$ cat config.mk
export PLATFORM = sky130hd
export DESIGN_NAME = rtp_sequence_reorder_buffer_core
export DESIGN_NICKNAME = d
export VERILOG_FILES = /design/src/rtl/rtp_rob_pkg.sv /design/src/rtl/rtp_rob_cell.sv /design/src/rtl/rtp_rob_chain.sv /design/src/rtl/rtp_sequence_reorder_buffer_core.sv
export SDC_FILE = /design/constraint.sdc
export NUM_CORES = 2
export LEC_CHECK = 0
export ABC_CLOCK_PERIOD_IN_PS = 7500
export BUFFER_PORTS_ARGS = -buffer_cell sky130_fd_sc_hd__buf_4
export CAP_MARGIN = 30
export CORE_MARGIN = 5
export CORE_UTILIZATION = 45
export DETAILED_ROUTE_END_ITERATION = 7
export GPL_TIMING_DRIVEN = 0
export HOLD_SLACK_MARGIN = 0.08
export PLACE_DENSITY = 0.64
export SYNTH_ARGS = -nofsm -noshare
export SYNTH_HDL_FRONTEND = slang
export SYNTH_SLANG_ARGS = --single-unit
$ cat constraint.sdc
create_clock -name clock -period 7.5 [get_ports clock]
set_clock_uncertainty 0.1 [all_clocks]
set_input_delay 0.375 -clock clock [delete_from_list [all_inputs] [get_ports clock]]
set_output_delay 0.375 -clock clock [all_outputs]
set_load 0.1 [all_outputs]
$ cat src/rtl/rtp_rob_pkg.sv
`default_nettype none
// ----------------------------------------------------------------------------
// rtp_rob_pkg
// shared constants and types of the rtp sequence reorder buffer
// ----------------------------------------------------------------------------
package rtp_rob_pkg;

   localparam int QUEUE_DEPTH = 32;
   localparam int TAG_BITS    = 12;
   localparam int SEQ_BITS    = 16;
   localparam int LIMIT_BITS  = 6;
   localparam int COUNT_BITS  = $clog2(QUEUE_DEPTH + 1);
   localparam int CMP_BITS    = (COUNT_BITS > LIMIT_BITS) ? COUNT_BITS : LIMIT_BITS;

   localparam logic [LIMIT_BITS-1:0] LIMIT_RESET = LIMIT_BITS'(32);

   typedef enum logic [1:0] {
      CMD_HOLD   = 2'b00,
      CMD_INSERT = 2'b01,
      CMD_POP    = 2'b10
   } cell_cmd_type;

   // command broadcast to every cell of the row
   typedef struct packed {
      cell_cmd_type         cmd;
      logic [SEQ_BITS-1:0]  seq;
      logic [TAG_BITS-1:0]  tag;
   } chain_ctrl_type;

   // what the row reports back to the controller
   typedef struct packed {
      logic [SEQ_BITS-1:0]  front_seq;
      logic [TAG_BITS-1:0]  front_tag;
      logic                 dup;
   } chain_status_type;

endpackage
`default_nettype wire

$ cat src/rtl/rtp_rob_cell.sv
`default_nettype none
// ----------------------------------------------------------------------------
// rtp_rob_cell
// one slot of the sorted pending row: keeps, takes the new word or shifts
// ----------------------------------------------------------------------------
module rtp_rob_cell
   import rtp_rob_pkg::*;
(
   input  wire logic                 clock,
   input  wire chain_ctrl_type       ctrl,
   input  wire logic                 occupied,
   input  wire logic                 prev_lt,
   input  wire logic [SEQ_BITS-1:0]  left_seq,
   input  wire logic [TAG_BITS-1:0]  left_tag,
   input  wire logic [SEQ_BITS-1:0]  right_seq,
   input  wire logic [TAG_BITS-1:0]  right_tag,
   output logic      [SEQ_BITS-1:0]  cell_seq,
   output logic      [TAG_BITS-1:0]  cell_tag,
   output logic                      cell_lt,
   output logic                      cell_eq
);

   logic [SEQ_BITS-1:0] seq_ff, seq_in;
   logic [TAG_BITS-1:0] tag_ff, tag_in;

   always_comb begin
      cell_lt = occupied && (seq_ff < ctrl.seq);
      cell_eq = occupied && (seq_ff == ctrl.seq);
      seq_in  = seq_ff;
      tag_in  = tag_ff;
      case (ctrl.cmd)
         CMD_INSERT: begin
            if (!cell_lt) begin
               if (prev_lt) begin
                  // insertion point
                  seq_in = ctrl.seq;
                  tag_in = ctrl.tag;
               end else begin
                  seq_in = left_seq;
                  tag_in = left_tag;
               end
            end
         end
         CMD_POP: begin
            seq_in = right_seq;
            tag_in = right_tag;
         end
         default: begin
         end
      endcase
   end

   always_ff @(posedge clock) begin
      seq_ff <= seq_in;
      tag_ff <= tag_in;
   end

   assign cell_seq = seq_ff;
   assign cell_tag = tag_ff;

endmodule
`default_nettype wire

$ cat src/rtl/rtp_rob_chain.sv
`default_nettype none
// ----------------------------------------------------------------------------
// rtp_rob_chain
// row of cells holding the pending words in ascending sequence order
// ----------------------------------------------------------------------------
module rtp_rob_chain
   import rtp_rob_pkg::*;
(
   input  wire logic                   clock,
   input  wire chain_ctrl_type         ctrl,
   input  wire logic [COUNT_BITS-1:0]  count,
   output chain_status_type            status
);

   logic [SEQ_BITS-1:0] cell_seq [QUEUE_DEPTH];
   logic [TAG_BITS-1:0] cell_tag [QUEUE_DEPTH];
   logic [QUEUE_DEPTH-1:0] cell_lt;
   logic [QUEUE_DEPTH-1:0] cell_eq;

   for (genvar i = 0; i < QUEUE_DEPTH; i++) begin : g_cell
      logic                occupied;
      logic                prev_lt;
      logic [SEQ_BITS-1:0] left_seq;
      logic [TAG_BITS-1:0] left_tag;
      logic [SEQ_BITS-1:0] right_seq;
      logic [TAG_BITS-1:0] right_tag;

      assign occupied = count > COUNT_BITS'(i);

      if (i == 0) begin : g_head
         assign prev_lt  = 1'b1;
         assign left_seq = ctrl.seq;
         assign left_tag = ctrl.tag;
      end else begin : g_body
         assign prev_lt  = cell_lt[i-1];
         assign left_seq = cell_seq[i-1];
         assign left_tag = cell_tag[i-1];
      end

      if (i == QUEUE_DEPTH - 1) begin : g_tail
         assign right_seq = cell_seq[i];
         assign right_tag = cell_tag[i];
      end else begin : g_next
         assign right_seq = cell_seq[i+1];
         assign right_tag = cell_tag[i+1];
      end

      rtp_rob_cell u_cell (
         .clock     (clock),
         .ctrl      (ctrl),
         .occupied  (occupied),
         .prev_lt   (prev_lt),
         .left_seq  (left_seq),
         .left_tag  (left_tag),
         .right_seq (right_seq),
         .right_tag (right_tag),
         .cell_seq  (cell_seq[i]),
         .cell_tag  (cell_tag[i]),
         .cell_lt   (cell_lt[i]),
         .cell_eq   (cell_eq[i])
      );
   end

   assign status.front_seq = cell_seq[0];
   assign status.front_tag = cell_tag[0];
   assign status.dup       = |cell_eq;

endmodule
`default_nettype wire

$ cat src/rtl/rtp_sequence_reorder_buffer_core.sv
`default_nettype none
// ----------------------------------------------------------------------------
// rtp_sequence_reorder_buffer_core
// reorders rtp packets by sequence number and releases them in runs
// ----------------------------------------------------------------------------
// A packet is taken when start is high and busy is low. The block then stays
// busy while it passes through ST_STEP, which releases the packet, inserts it
// into the sorted row of cells or drops it, and ST_DRAIN, which releases the
// stored words that are due and then closes the run. The next packet can be
// taken once the block is back in ST_IDLE. The drain moves the row by one cell
// per cycle, which sets the release rate at one word per clock. Each released
// word is kept in the held register until it is known whether it closes the
// run and then passes through the rsp register onto rsp_*, one per cycle with
// rsp_valid high, and the last word of a run carries rsp_run_last and shows
// in the first idle cycle.
// The receiver cannot stall: every word is shown for exactly one cycle.
// queue_limit may be written whenever the block is idle; values above the
// row depth act as the depth.
// ----------------------------------------------------------------------------
module rtp_sequence_reorder_buffer_core
   import rtp_rob_pkg::*;
(
   input  wire logic                   clock,
   input  wire logic                   reset,
   // packet in
   input  wire logic                   start,
   output logic                        busy,
   input  wire logic [SEQ_BITS-1:0]    req_packet_seq,
   input  wire logic [TAG_BITS-1:0]    req_packet_tag,
   // released words
   output logic                        rsp_valid,
   output logic      [SEQ_BITS-1:0]    rsp_out_seq,
   output logic      [TAG_BITS-1:0]    rsp_out_tag,
   output logic                        rsp_run_last,
   // queue_limit register
   input  wire logic                   csr_valid,
   output logic                        csr_ready,
   input  wire logic [LIMIT_BITS-1:0]  csr_queue_limit
);

   typedef enum logic [2:0] {
      ST_IDLE  = 3'b001,
      ST_STEP  = 3'b010,
      ST_DRAIN = 3'b100
   } state_type;

   state_type state_ff, state_in;

   // control state
   logic                  started_ff, started_in;
   logic [SEQ_BITS-1:0]   last_seq_ff, last_seq_in;
   logic [COUNT_BITS-1:0] count_ff, count_in;
   logic [LIMIT_BITS-1:0] limit_ff;
   logic                  held_valid_ff, held_valid_in;
   logic                  rsp_valid_ff, rsp_valid_in;

   // payload
   logic [SEQ_BITS-1:0]   item_seq_ff, item_seq_in;
   logic [TAG_BITS-1:0]   item_tag_ff, item_tag_in;
   logic [SEQ_BITS-1:0]   held_seq_ff, held_seq_in;
   logic [TAG_BITS-1:0]   held_tag_ff, held_tag_in;
   logic [SEQ_BITS-1:0]   rsp_seq_ff, rsp_seq_in;
   logic [TAG_BITS-1:0]   rsp_tag_ff, rsp_tag_in;
   logic                  rsp_last_ff, rsp_last_in;

   chain_ctrl_type        ctrl;
   chain_status_type      status;

   logic [SEQ_BITS-1:0]   next_seq;
   logic [CMP_BITS-1:0]   limit_ext;
   logic [CMP_BITS-1:0]   limit_eff;
   logic                  at_limit;
   logic                  release_front;

   // sorted pending row
   rtp_rob_chain u_chain (
      .clock  (clock),
      .ctrl   (ctrl),
      .count  (count_ff),
      .status (status)
   );

   assign next_seq  = last_seq_ff + SEQ_BITS'(1);
   // limit clipped to the row depth, so the drain always leaves a free cell
   assign limit_ext = CMP_BITS'(limit_ff);
   assign limit_eff = (limit_ext > CMP_BITS'(QUEUE_DEPTH)) ? CMP_BITS'(QUEUE_DEPTH) : limit_ext;
   assign at_limit  = CMP_BITS'(count_ff) >= limit_eff;
   assign release_front = (count_ff != '0) && (at_limit || (status.front_seq == next_seq));

   always_comb begin
      state_in      = state_ff;
      started_in    = started_ff;
      last_seq_in   = last_seq_ff;
      count_in      = count_ff;
      held_valid_in = held_valid_ff;
      item_seq_in   = item_seq_ff;
      item_tag_in   = item_tag_ff;
      held_seq_in   = held_seq_ff;
      held_tag_in   = held_tag_ff;
      rsp_valid_in  = 1'b0;
      rsp_seq_in    = held_seq_ff;
      rsp_tag_in    = held_tag_ff;
      rsp_last_in   = 1'b0;
      ctrl.cmd      = CMD_HOLD;
      ctrl.seq      = item_seq_ff;
      ctrl.tag      = item_tag_ff;

      case (state_ff)
         ST_IDLE: begin
            if (start) begin
               item_seq_in = req_packet_seq;
               item_tag_in = req_packet_tag;
               state_in    = ST_STEP;
            end
         end
         ST_STEP: begin
            state_in = ST_DRAIN;
            if (!started_ff || (item_seq_ff == next_seq)) begin
               // first packet or the expected one: released straight away
               started_in    = 1'b1;
               last_seq_in   = item_seq_ff;
               held_seq_in   = item_seq_ff;
               held_tag_in   = item_tag_ff;
               held_valid_in = 1'b1;
            end else if (!status.dup && (count_ff < COUNT_BITS'(QUEUE_DEPTH))) begin
               // out of order: sorted insert, duplicates dropped
               ctrl.cmd = CMD_INSERT;
               count_in = count_ff + COUNT_BITS'(1);
            end
         end
         ST_DRAIN: begin
            if (release_front) begin
               // previous word is known not to be the last of the run
               rsp_valid_in  = held_valid_ff;
               held_seq_in   = status.front_seq;
               held_tag_in   = status.front_tag;
               held_valid_in = 1'b1;
               last_seq_in   = status.front_seq;
               ctrl.cmd      = CMD_POP;
               count_in      = count_ff - COUNT_BITS'(1);
            end else begin
               rsp_valid_in  = held_valid_ff;
               rsp_last_in   = 1'b1;
               held_valid_in = 1'b0;
               state_in      = ST_IDLE;
            end
         end
         default: begin
            state_in = ST_IDLE;
         end
      endcase
   end

   always_ff @(posedge clock) begin
      if (reset) begin
         state_ff      <= ST_IDLE;
         started_ff    <= 1'b0;
         last_seq_ff   <= '0;
         count_ff      <= '0;
         limit_ff      <= LIMIT_RESET;
         held_valid_ff <= 1'b0;
         rsp_valid_ff  <= 1'b0;
      end else begin
         state_ff      <= state_in;
         started_ff    <= started_in;
         last_seq_ff   <= last_seq_in;
         count_ff      <= count_in;
         held_valid_ff <= held_valid_in;
         rsp_valid_ff  <= rsp_valid_in;
         if (csr_valid && csr_ready) begin
            limit_ff <= csr_queue_limit;
         end
      end
   end

   always_ff @(posedge clock) begin
      item_seq_ff <= item_seq_in;
      item_tag_ff <= item_tag_in;
      held_seq_ff <= held_seq_in;
      held_tag_ff <= held_tag_in;
      rsp_seq_ff  <= rsp_seq_in;
      rsp_tag_ff  <= rsp_tag_in;
      rsp_last_ff <= rsp_last_in;
   end

   assign busy         = (state_ff != ST_IDLE);
   assign csr_ready    = (state_ff == ST_IDLE);
   assign rsp_valid    = rsp_valid_ff;
   assign rsp_out_seq  = rsp_seq_ff;
   assign rsp_out_tag  = rsp_tag_ff;
   assign rsp_run_last = rsp_last_ff;

`ifndef SYNTH
   // fill count never runs past the row depth
   assert property (@(posedge clock) disable iff (reset)
      count_ff <= COUNT_BITS'(QUEUE_DEPTH))
      else $error("pending count beyond depth");

   // no word is left held once the block is idle
   assert property (@(posedge clock) disable iff (reset)
      (state_ff == ST_IDLE) |-> !held_valid_ff)
      else $error("held word left behind");

   // a run's last word is followed by a gap
   assert property (@(posedge clock) disable iff (reset)
      (rsp_valid_ff && rsp_last_ff) |=> !rsp_valid_ff)
      else $error("word right after end of run");

   // each pop takes exactly one word off the row
   assert property (@(posedge clock) disable iff (reset)
      (ctrl.cmd == CMD_POP) |=> (count_ff == $past(count_ff) - COUNT_BITS'(1)))
      else $error("pop did not shrink the row");
`endif

endmodule
`default_nettype wire
Word-level counts from Yosys, hierarchy flattened --
Cells that the tools add are included.
Cells by class: $add $sub $neg 3, $mul 0, divide/modulo/power cells 0, order comparisons 67, equality and inequality tests 77, shift operators 0, muxes and demuxes 208, bitwise operators 2, reduce and logical (&&, ||, !) cells 114
Operator list (count):
- 16-bit 2-to-1 mux | 64
- 16-bit one-hot mux with 2 select lines | 32
- 12-bit 2-to-1 mux | 64
- 12-bit one-hot mux with 2 select lines | 32
- 16-bit == test | 34
- 16-bit less-than comparator | 32
- 6-bit by 5-bit > comparator with 1-bit output (second input constant) | 16
- 2-bit != test (second input constant) | 37
- 2-bit AND reduction | 36
- 1-bit logical AND | 67
- 6-bit by 4-bit > comparator with 1-bit output (second input constant) | 8
- 32-bit OR reduction | 1
- 6-bit by 3-bit > comparator with 1-bit output (second input constant) | 4
- 6-bit 2-to-1 mux | 4
- 16-bit by 1-bit adder with 16-bit output (second input constant) | 1
- 6-bit by 1-bit > comparator with 1-bit output (second input constant) | 2
- 6-bit by 2-bit > comparator with 1-bit output (second input constant) | 2
- 6-bit one-hot mux with 2 select lines | 1
- 3-bit one-hot mux with 3 select lines | 1
- 6-bit by 1-bit adder with 6-bit output (second input constant) | 1
- 6-bit >= comparator | 1
- 6-bit > comparator (second input constant) | 1
- 6-bit less-than comparator (second input constant) | 1
- 3-bit 2-to-1 mux | 2
- 19 further kinds | 27
Word-level totals: bits in registers 1015, bits in latches 0, memory bits (writable) 0, memory bits (read-only) 0, bits of input ports 38, memories kept 0

Longest topological paths before layout --
word-level depth 11, gate-level depth with buffers 16, mapped depth without buffers 12

Cells and area by module --
Synthesis repeated with hierarchy kept, for this count alone.
Unflattened totals: cell total of the unflattened synthesis 6656, area total of the unflattened synthesis 66673.9 µm²
By module, submodules not included:
- rtp_rob_cell | times used 32, cells each 189, area an instance 1899.3 µm², seq. area each 840.8 µm²
- rtp_sequence_reorder_buffer_core | times used 1, cells each 532, area an instance 5437.7 µm², seq. area each 2942.8 µm²
- rtp_rob_chain | times used 1, cells each 76, area an instance 457.9 µm², seq. area each 0.0 µm²

Least setup slack after synthesis --
OpenSTA, ideal clock, no wires.
path kind reg-to-reg, from reg item_seq_ff[2], to reg u_chain.g_cell[11].u_cell.seq_ff[0], enable pin, setup time 0.452 ns, data arrival time 5.155 ns, data required time 6.948 ns, slack 1.793 ns, stages on the path, launching flop included 14, path through edfxtp_1 clkbuf_1 inv_1 ha_1 and4_1 o2111a_1 a32oi_1 o311ai_0 nor4_1 nand4_1 or3b_2 buf_2 clkbuf_1 o21ai_0
On the way: longest elaborated chain between the ends 11
Ends and longest elaborated chain:
- start: declaration | RTL line rtp_sequence_reorder_buffer_core.sv:58 | logic [SEQ_BITS-1:0] item_seq_ff, item_seq_in;
- start signal: assignment | RTL line rtp_sequence_reorder_buffer_core.sv:177 | item_seq_ff <= item_seq_in;
- 16-bit == test | RTL line rtp_rob_cell.sv:28 | cell_eq = occupied && (seq_ff == ctrl.seq);
- 1-bit logical AND | RTL line rtp_rob_cell.sv:28
- 32-bit OR reduction | RTL line rtp_rob_chain.sv:66 | assign status.dup = |cell_eq;
- 1-bit logical NOT | RTL line rtp_sequence_reorder_buffer_core.sv:125 | end else if (!status.dup && (count_ff < COUNT_BITS'(QUEUE_DEPTH))) begin
- 1-bit logical AND | RTL line rtp_sequence_reorder_buffer_core.sv:125
- 1-bit 2-to-1 mux | RTL line rtp_sequence_reorder_buffer_core.sv:125
- 1-bit 2-to-1 mux | RTL line rtp_sequence_reorder_buffer_core.sv:118 | if (!started_ff || (item_seq_ff == next_seq)) begin
- 2-bit one-hot mux with 2 select lines | RTL line rtp_sequence_reorder_buffer_core.sv:108 | case (state_ff)
- 2-bit by 1-bit == test with 1-bit output or 2-bit == test (tied branches) | RTL line rtp_rob_cell.sv:31 | case (ctrl.cmd)
- 2-bit != test (no source line) or 2-bit nonzero test (tied branches)
- 2-bit AND reduction (no source line) (*)
- end signal: assignment | RTL line rtp_rob_cell.sv:54 | seq_ff <= seq_in;
- end: declaration | RTL line rtp_rob_cell.sv:23 | logic [SEQ_BITS-1:0] seq_ff, seq_in;
Mark *: on every way between the ends. The rest lies on a longest branch, timed or not. A chain may end at the register's enable or synchronous reset.

Worst setup path in the final report --
from reg item_seq_ff[7], to reg u_chain.g_cell[29].u_cell.seq_ff[1], enable pin
On the way: longest elaborated chain between the ends 11
Ends and longest elaborated chain (RTL line):
- 16-bit == test | rtp_rob_cell.sv:28
- 1-bit logical AND | rtp_rob_cell.sv:28
- 32-bit OR reduction | rtp_rob_chain.sv:66
- 1-bit logical NOT | rtp_sequence_reorder_buffer_core.sv:125
- 1-bit logical AND | rtp_sequence_reorder_buffer_core.sv:125
- 1-bit 2-to-1 mux | rtp_sequence_reorder_buffer_core.sv:125
- 1-bit 2-to-1 mux | rtp_sequence_reorder_buffer_core.sv:118
- 2-bit one-hot mux with 2 select lines | rtp_sequence_reorder_buffer_core.sv:108
- 2-bit by 1-bit == test with 1-bit output or 2-bit == test (tied branches) | rtp_rob_cell.sv:31
- 2-bit != test (no source line) or 2-bit nonzero test (tied branches)
- 2-bit AND reduction (no source line) (*)
- end signal: assignment | rtp_rob_cell.sv:54
- end: declaration | rtp_rob_cell.sv:23
Marks and branches as above.

==> insert_results.sql <==
INSERT INTO impl_metrics (metric_group, metric, value, unit) VALUES
('route', 'avgRoutedWirePerCell', '29.7', 'microns'),
('power', 'power.clock.fraction', '44.4', '%'),
('synth', 'yosysWarnings', '0', ''),
('power', 'netSwitchingFraction', '24.6', '%'),
('clocking', 'tritoncts.num_buffers', '115', ''),
('layout', 'syn_to_final_growth', '14.5', '%'),
('clocking', 'insertion_delay', '0.75', 'ns'),
('critical_path', 'critical_path_buf_inv_count', '7', ''),
('floorplanning', 'die_h', '381', 'microns'),
('power', 'switching_power', '3190', 'uW'),
('critical_path', 'cp.arrival', '7.53', 'ns'),
('synth', 'sequential_element_share_of_the_synthesized_area', '48.1', '%'),
('route', 'via_per_inst', '6.31', ''),
('floorplanning', 'initial_utilization', '45.2', '%'),
('run', 'count_of_max_cap_constraint_violations', '0', ''),
('route', 'detailedRoute.firstIterationViolations', '6728', ''),
('sta', 'min_period_over_period', '95.9', '%'),
('worst_hold_path', 'min_path_type', 'reg2reg', ''),
('layout', 'final_cells', '8041', ''),
('synth', 'yosys.area.top_type_share', '46.1', '%'),
('layout', 'drive_above_1_share', '10.2', '%'),
('place', 'numPlacedInstances', '7786', ''),
('power', 'design_power_total', '12900', 'uW'),
('synth', 'async_flop_share', '0', '%'),
('synth', 'post_synth_inst_count', '5821', ''),
('route', 'postRouteWirelength', '239', 'mm'),
('power', 'p_seq_share', '47.5', '%'),
('critical_path', 'req_time_crit_path', '7.84', 'ns'),
('sta', 'tightest_slew', '1.12', 'ns'),
('status', 'outcome', 'finished clean', ''),
('global_route', 'overflow', '0', ''),
('clocking', 'h-tree-depth', '3', ''),
('power', 'power.density', '182', 'nW/um^2'),
('place', 'placedInstanceArea', '66900', 'sq um'),
('sta', 'rsz0062_at_grt', 'no', ''),
('synth', 'synth-main-ff-cell', 'sky130_fd_sc_hd__edfxtp_1', ''),
('floorplanning', 'placementRows', '136', ''),
('sta', 'finalHoldViolCount', '0', ''),
('route', 'drt_drc_violations_left', '0', ''),
('power', 'combinationalPowerShare', '8.0', '%'),
('sta', 'fmaxAchievable', '0.139', 'GHz'),
('synth', 'synth_top_area_cells', 'sky130_fd_sc_hd__edfxtp_1, sky130_fd_sc_hd__mux2i_1, sky130_fd_sc_hd__ha_1, sky130_fd_sc_hd__a21oi_1, sky130_fd_sc_hd__nor2_1', ''),
('global_route', 'antenna_found_initial', '9', ''),
('floorplanning', 'design.die.area', '145000', 'sq um'),
('critical_path', 'timing.critical_path.cells', 'clkbuf_1 -> inv_2 -> buf_12 -> ha_1 -> nand2_1 -> nor3_1 -> a32oi_1 -> o311ai_0 -> nor4_1 -> nand4_1 -> or3b_2 -> buf_2 -> inv_1 -> buf_4 -> nand2_1 -> nand2_1 -> buf_16', ''),
('floorplanning', 'top_level_ports', '70', ''),
('global_route', 'maximum_number_of_pins_on_one_net_before_global_route_repair', '38', ''),
('synth', 'synth_edf_count', '952', ''),
('floorplanning', 'core_area', '137000', 'sq um'),
('synth', 'yosys.cell_count.top_type', 'sky130_fd_sc_hd__edfxtp_1', ''),
('synth', 'synth_area', '62000', 'sq um'),
('critical_path', 'critical_path.top_delay_family', 'buffers and inverters', ''),
('clocking', 'post_cts_resized', '0', ''),
('place', 'portBuffers', '69', ''),
('global_route', 'grt_pass1_wl', '340', 'mm'),
('sta', 'worst_slew_margin_rel', '25.3', '%'),
('global_route', 'grt_pass1_vias', '48812', ''),
('layout', 'post-route-cell-area', '71000', 'sq um'),
('sta', 'setup_viol', '0', ''),
('sta', 'maxSlewViolCount', '0', ''),
('synth', 'yosys.area.top_type', 'sky130_fd_sc_hd__edfxtp_1', ''),
('critical_path', 'worst_setup_end_kind', 'flip-flop', ''),
('route', 'firstDrtPassIters', '8', ''),
('critical_path', 'critPathKind', 'reg2reg', ''),
('critical_path', 'critical-path-slowest-cell', 'sky130_fd_sc_hd__clkbuf_1', ''),
('synth', 'synth_seq_cells', '1015', ''),
('place', 'gp_congestion', '0.959', ''),
('power', 'leakage', '0.0302', 'uW'),
('synth', 'synthDistinctLibCells', '71', ''),
('critical_path', 'worstSetupStartpointType', 'flip-flop', ''),
('power', 'power_report.internal_total', '9760', 'uW');
worst register-to-register path: cells and delay by family (launching register included):
kind / cells / cell delay (ns)
buffers and inverters: 7 / 3.10
and+or+nand+nor: 7 / 1.99
AOI/OAI and AO/OA: 2 / 1.02
DFF: 1 / 0.33
adders and majority gates: 1 / 0.33
final timing paths:
kind	start	endpoint	slack, ns	cells past startpoint
max	item_seq_ff[7]$_DFFE_PP_	u_chain.g_cell[29].u_cell.cell_seq[1]$_DFFE_PP_	0.31	17
min	held_tag_ff[9]$_DFFE_PP_	rsp_out_tag[9]$_DFF_P_	0.24	0
max reg2reg	item_seq_ff[7]$_DFFE_PP_	u_chain.g_cell[29].u_cell.cell_seq[1]$_DFFE_PP_	0.31	17
min reg2reg	held_tag_ff[9]$_DFFE_PP_	rsp_out_tag[9]$_DFF_P_	0.24	0
stage by stage:
stage | TNS, ns | setup slack [ns] | hold WS (ns)
after global placement | -926.70 | -2.74 | 0.223
final | 0 | 0.309 | 0.240
after global routing | 0 | 0.397 | 0.246
after floorplan | 0 | 1.79 | 0.223
after CTS | 0 | 0.724 | 0.208
after detailed placement | 0 | 0.770 | 0.227
per-layer routing:
metal  share of wire, %  up-vias  global-route usage [%]
li1                   -    22229                       -
met1                 40    24813                    42.3
met3                 10      604                    6.15
met2                 42     3120                    47.2
met4                7.7        0                    20.5
met5                  0        -                       0
state kept, by name, summed over array words and instances (netlist names):
signal and flops:
held_tag_ff 12, rsp_valid 1, state_ff 3, item_seq_ff 16, rsp_out_seq 16, u_chain.g_cell.u_cell.cell_seq 512, count_ff 6, rsp_run_last 1
held_valid_ff 1, rsp_out_tag 12, last_seq_ff 16, u_chain.g_cell.u_cell.cell_tag 384, started_ff 1, item_tag_ff 12, limit_ext 6, held_seq_ff 16
kinds of logic (layout without fill, tap and decap cells):
| logic type | after synthesis | in the layout | synth area share, % |
|---|---|---|---|
| XOR/XNOR | 36 | 36 | 0.521 |
| buffers and inverters | 527 | 947 | 3.94 |
| AND/OR/NAND/NOR | 1474 | 1474 | 10.3 |
| multiplexers | 879 | 879 | 14.3 |
| flip-flops | 1015 | 1015 | 48.1 |
| AO/OA/AOI/OAI | 1384 | 1384 | 12.6 |
| other | 0 | 6 | 0 |
| adder cells (fa/ha/maj) | 506 | 506 | 10.2 |
cell type report:
type / instances / area (sq um) / share of cell area [%]
well taps: 1794 / 2240 / 3.16
flip-flops and latches: 1015 / 29800 / 42.0
repair buffers: 212 / 2940 / 4.15
multi-input cells: 4279 / 29800 / 42.0
inverters: 79 / 297 / 0.418
clock buffers: 142 / 3070 / 4.33
plain buffers: 448 / 2170 / 3.06
diodes: 6 / 15.0 / 0.0211
clock inverters: 66 / 626 / 0.881
power by group through the flow:
stage,logic [uW],registers [uW],clock network (uW)
final,1040,6150,5750
after global routing,1090,6150,6000
after CTS,1000,6150,5770
after detailed placement,983,6270,0
after global placement,868,6280,0
after floorplan,457,6280,0
timing repair:
item / 4_1_cts / 5_1_grt
setup endpoints to repair: 0 / 0
setup buffers: 0 / 0
hold buffers: 36 / 0
hold endpoints to repair: 36 / 0
cells in the final DEF (no fill, tap or decap), drive strengths merged, types with 89 or more instances in the layout:
cell type	count
buf	404
a21o	95
nor2	905
clkbuf	362
ha	506
mux2i	819
nand4	89
edfxtp	952
a21oi	929
nand2	229
o21ai	113
No activity file was read; power rests on OpenSTA's default activity.
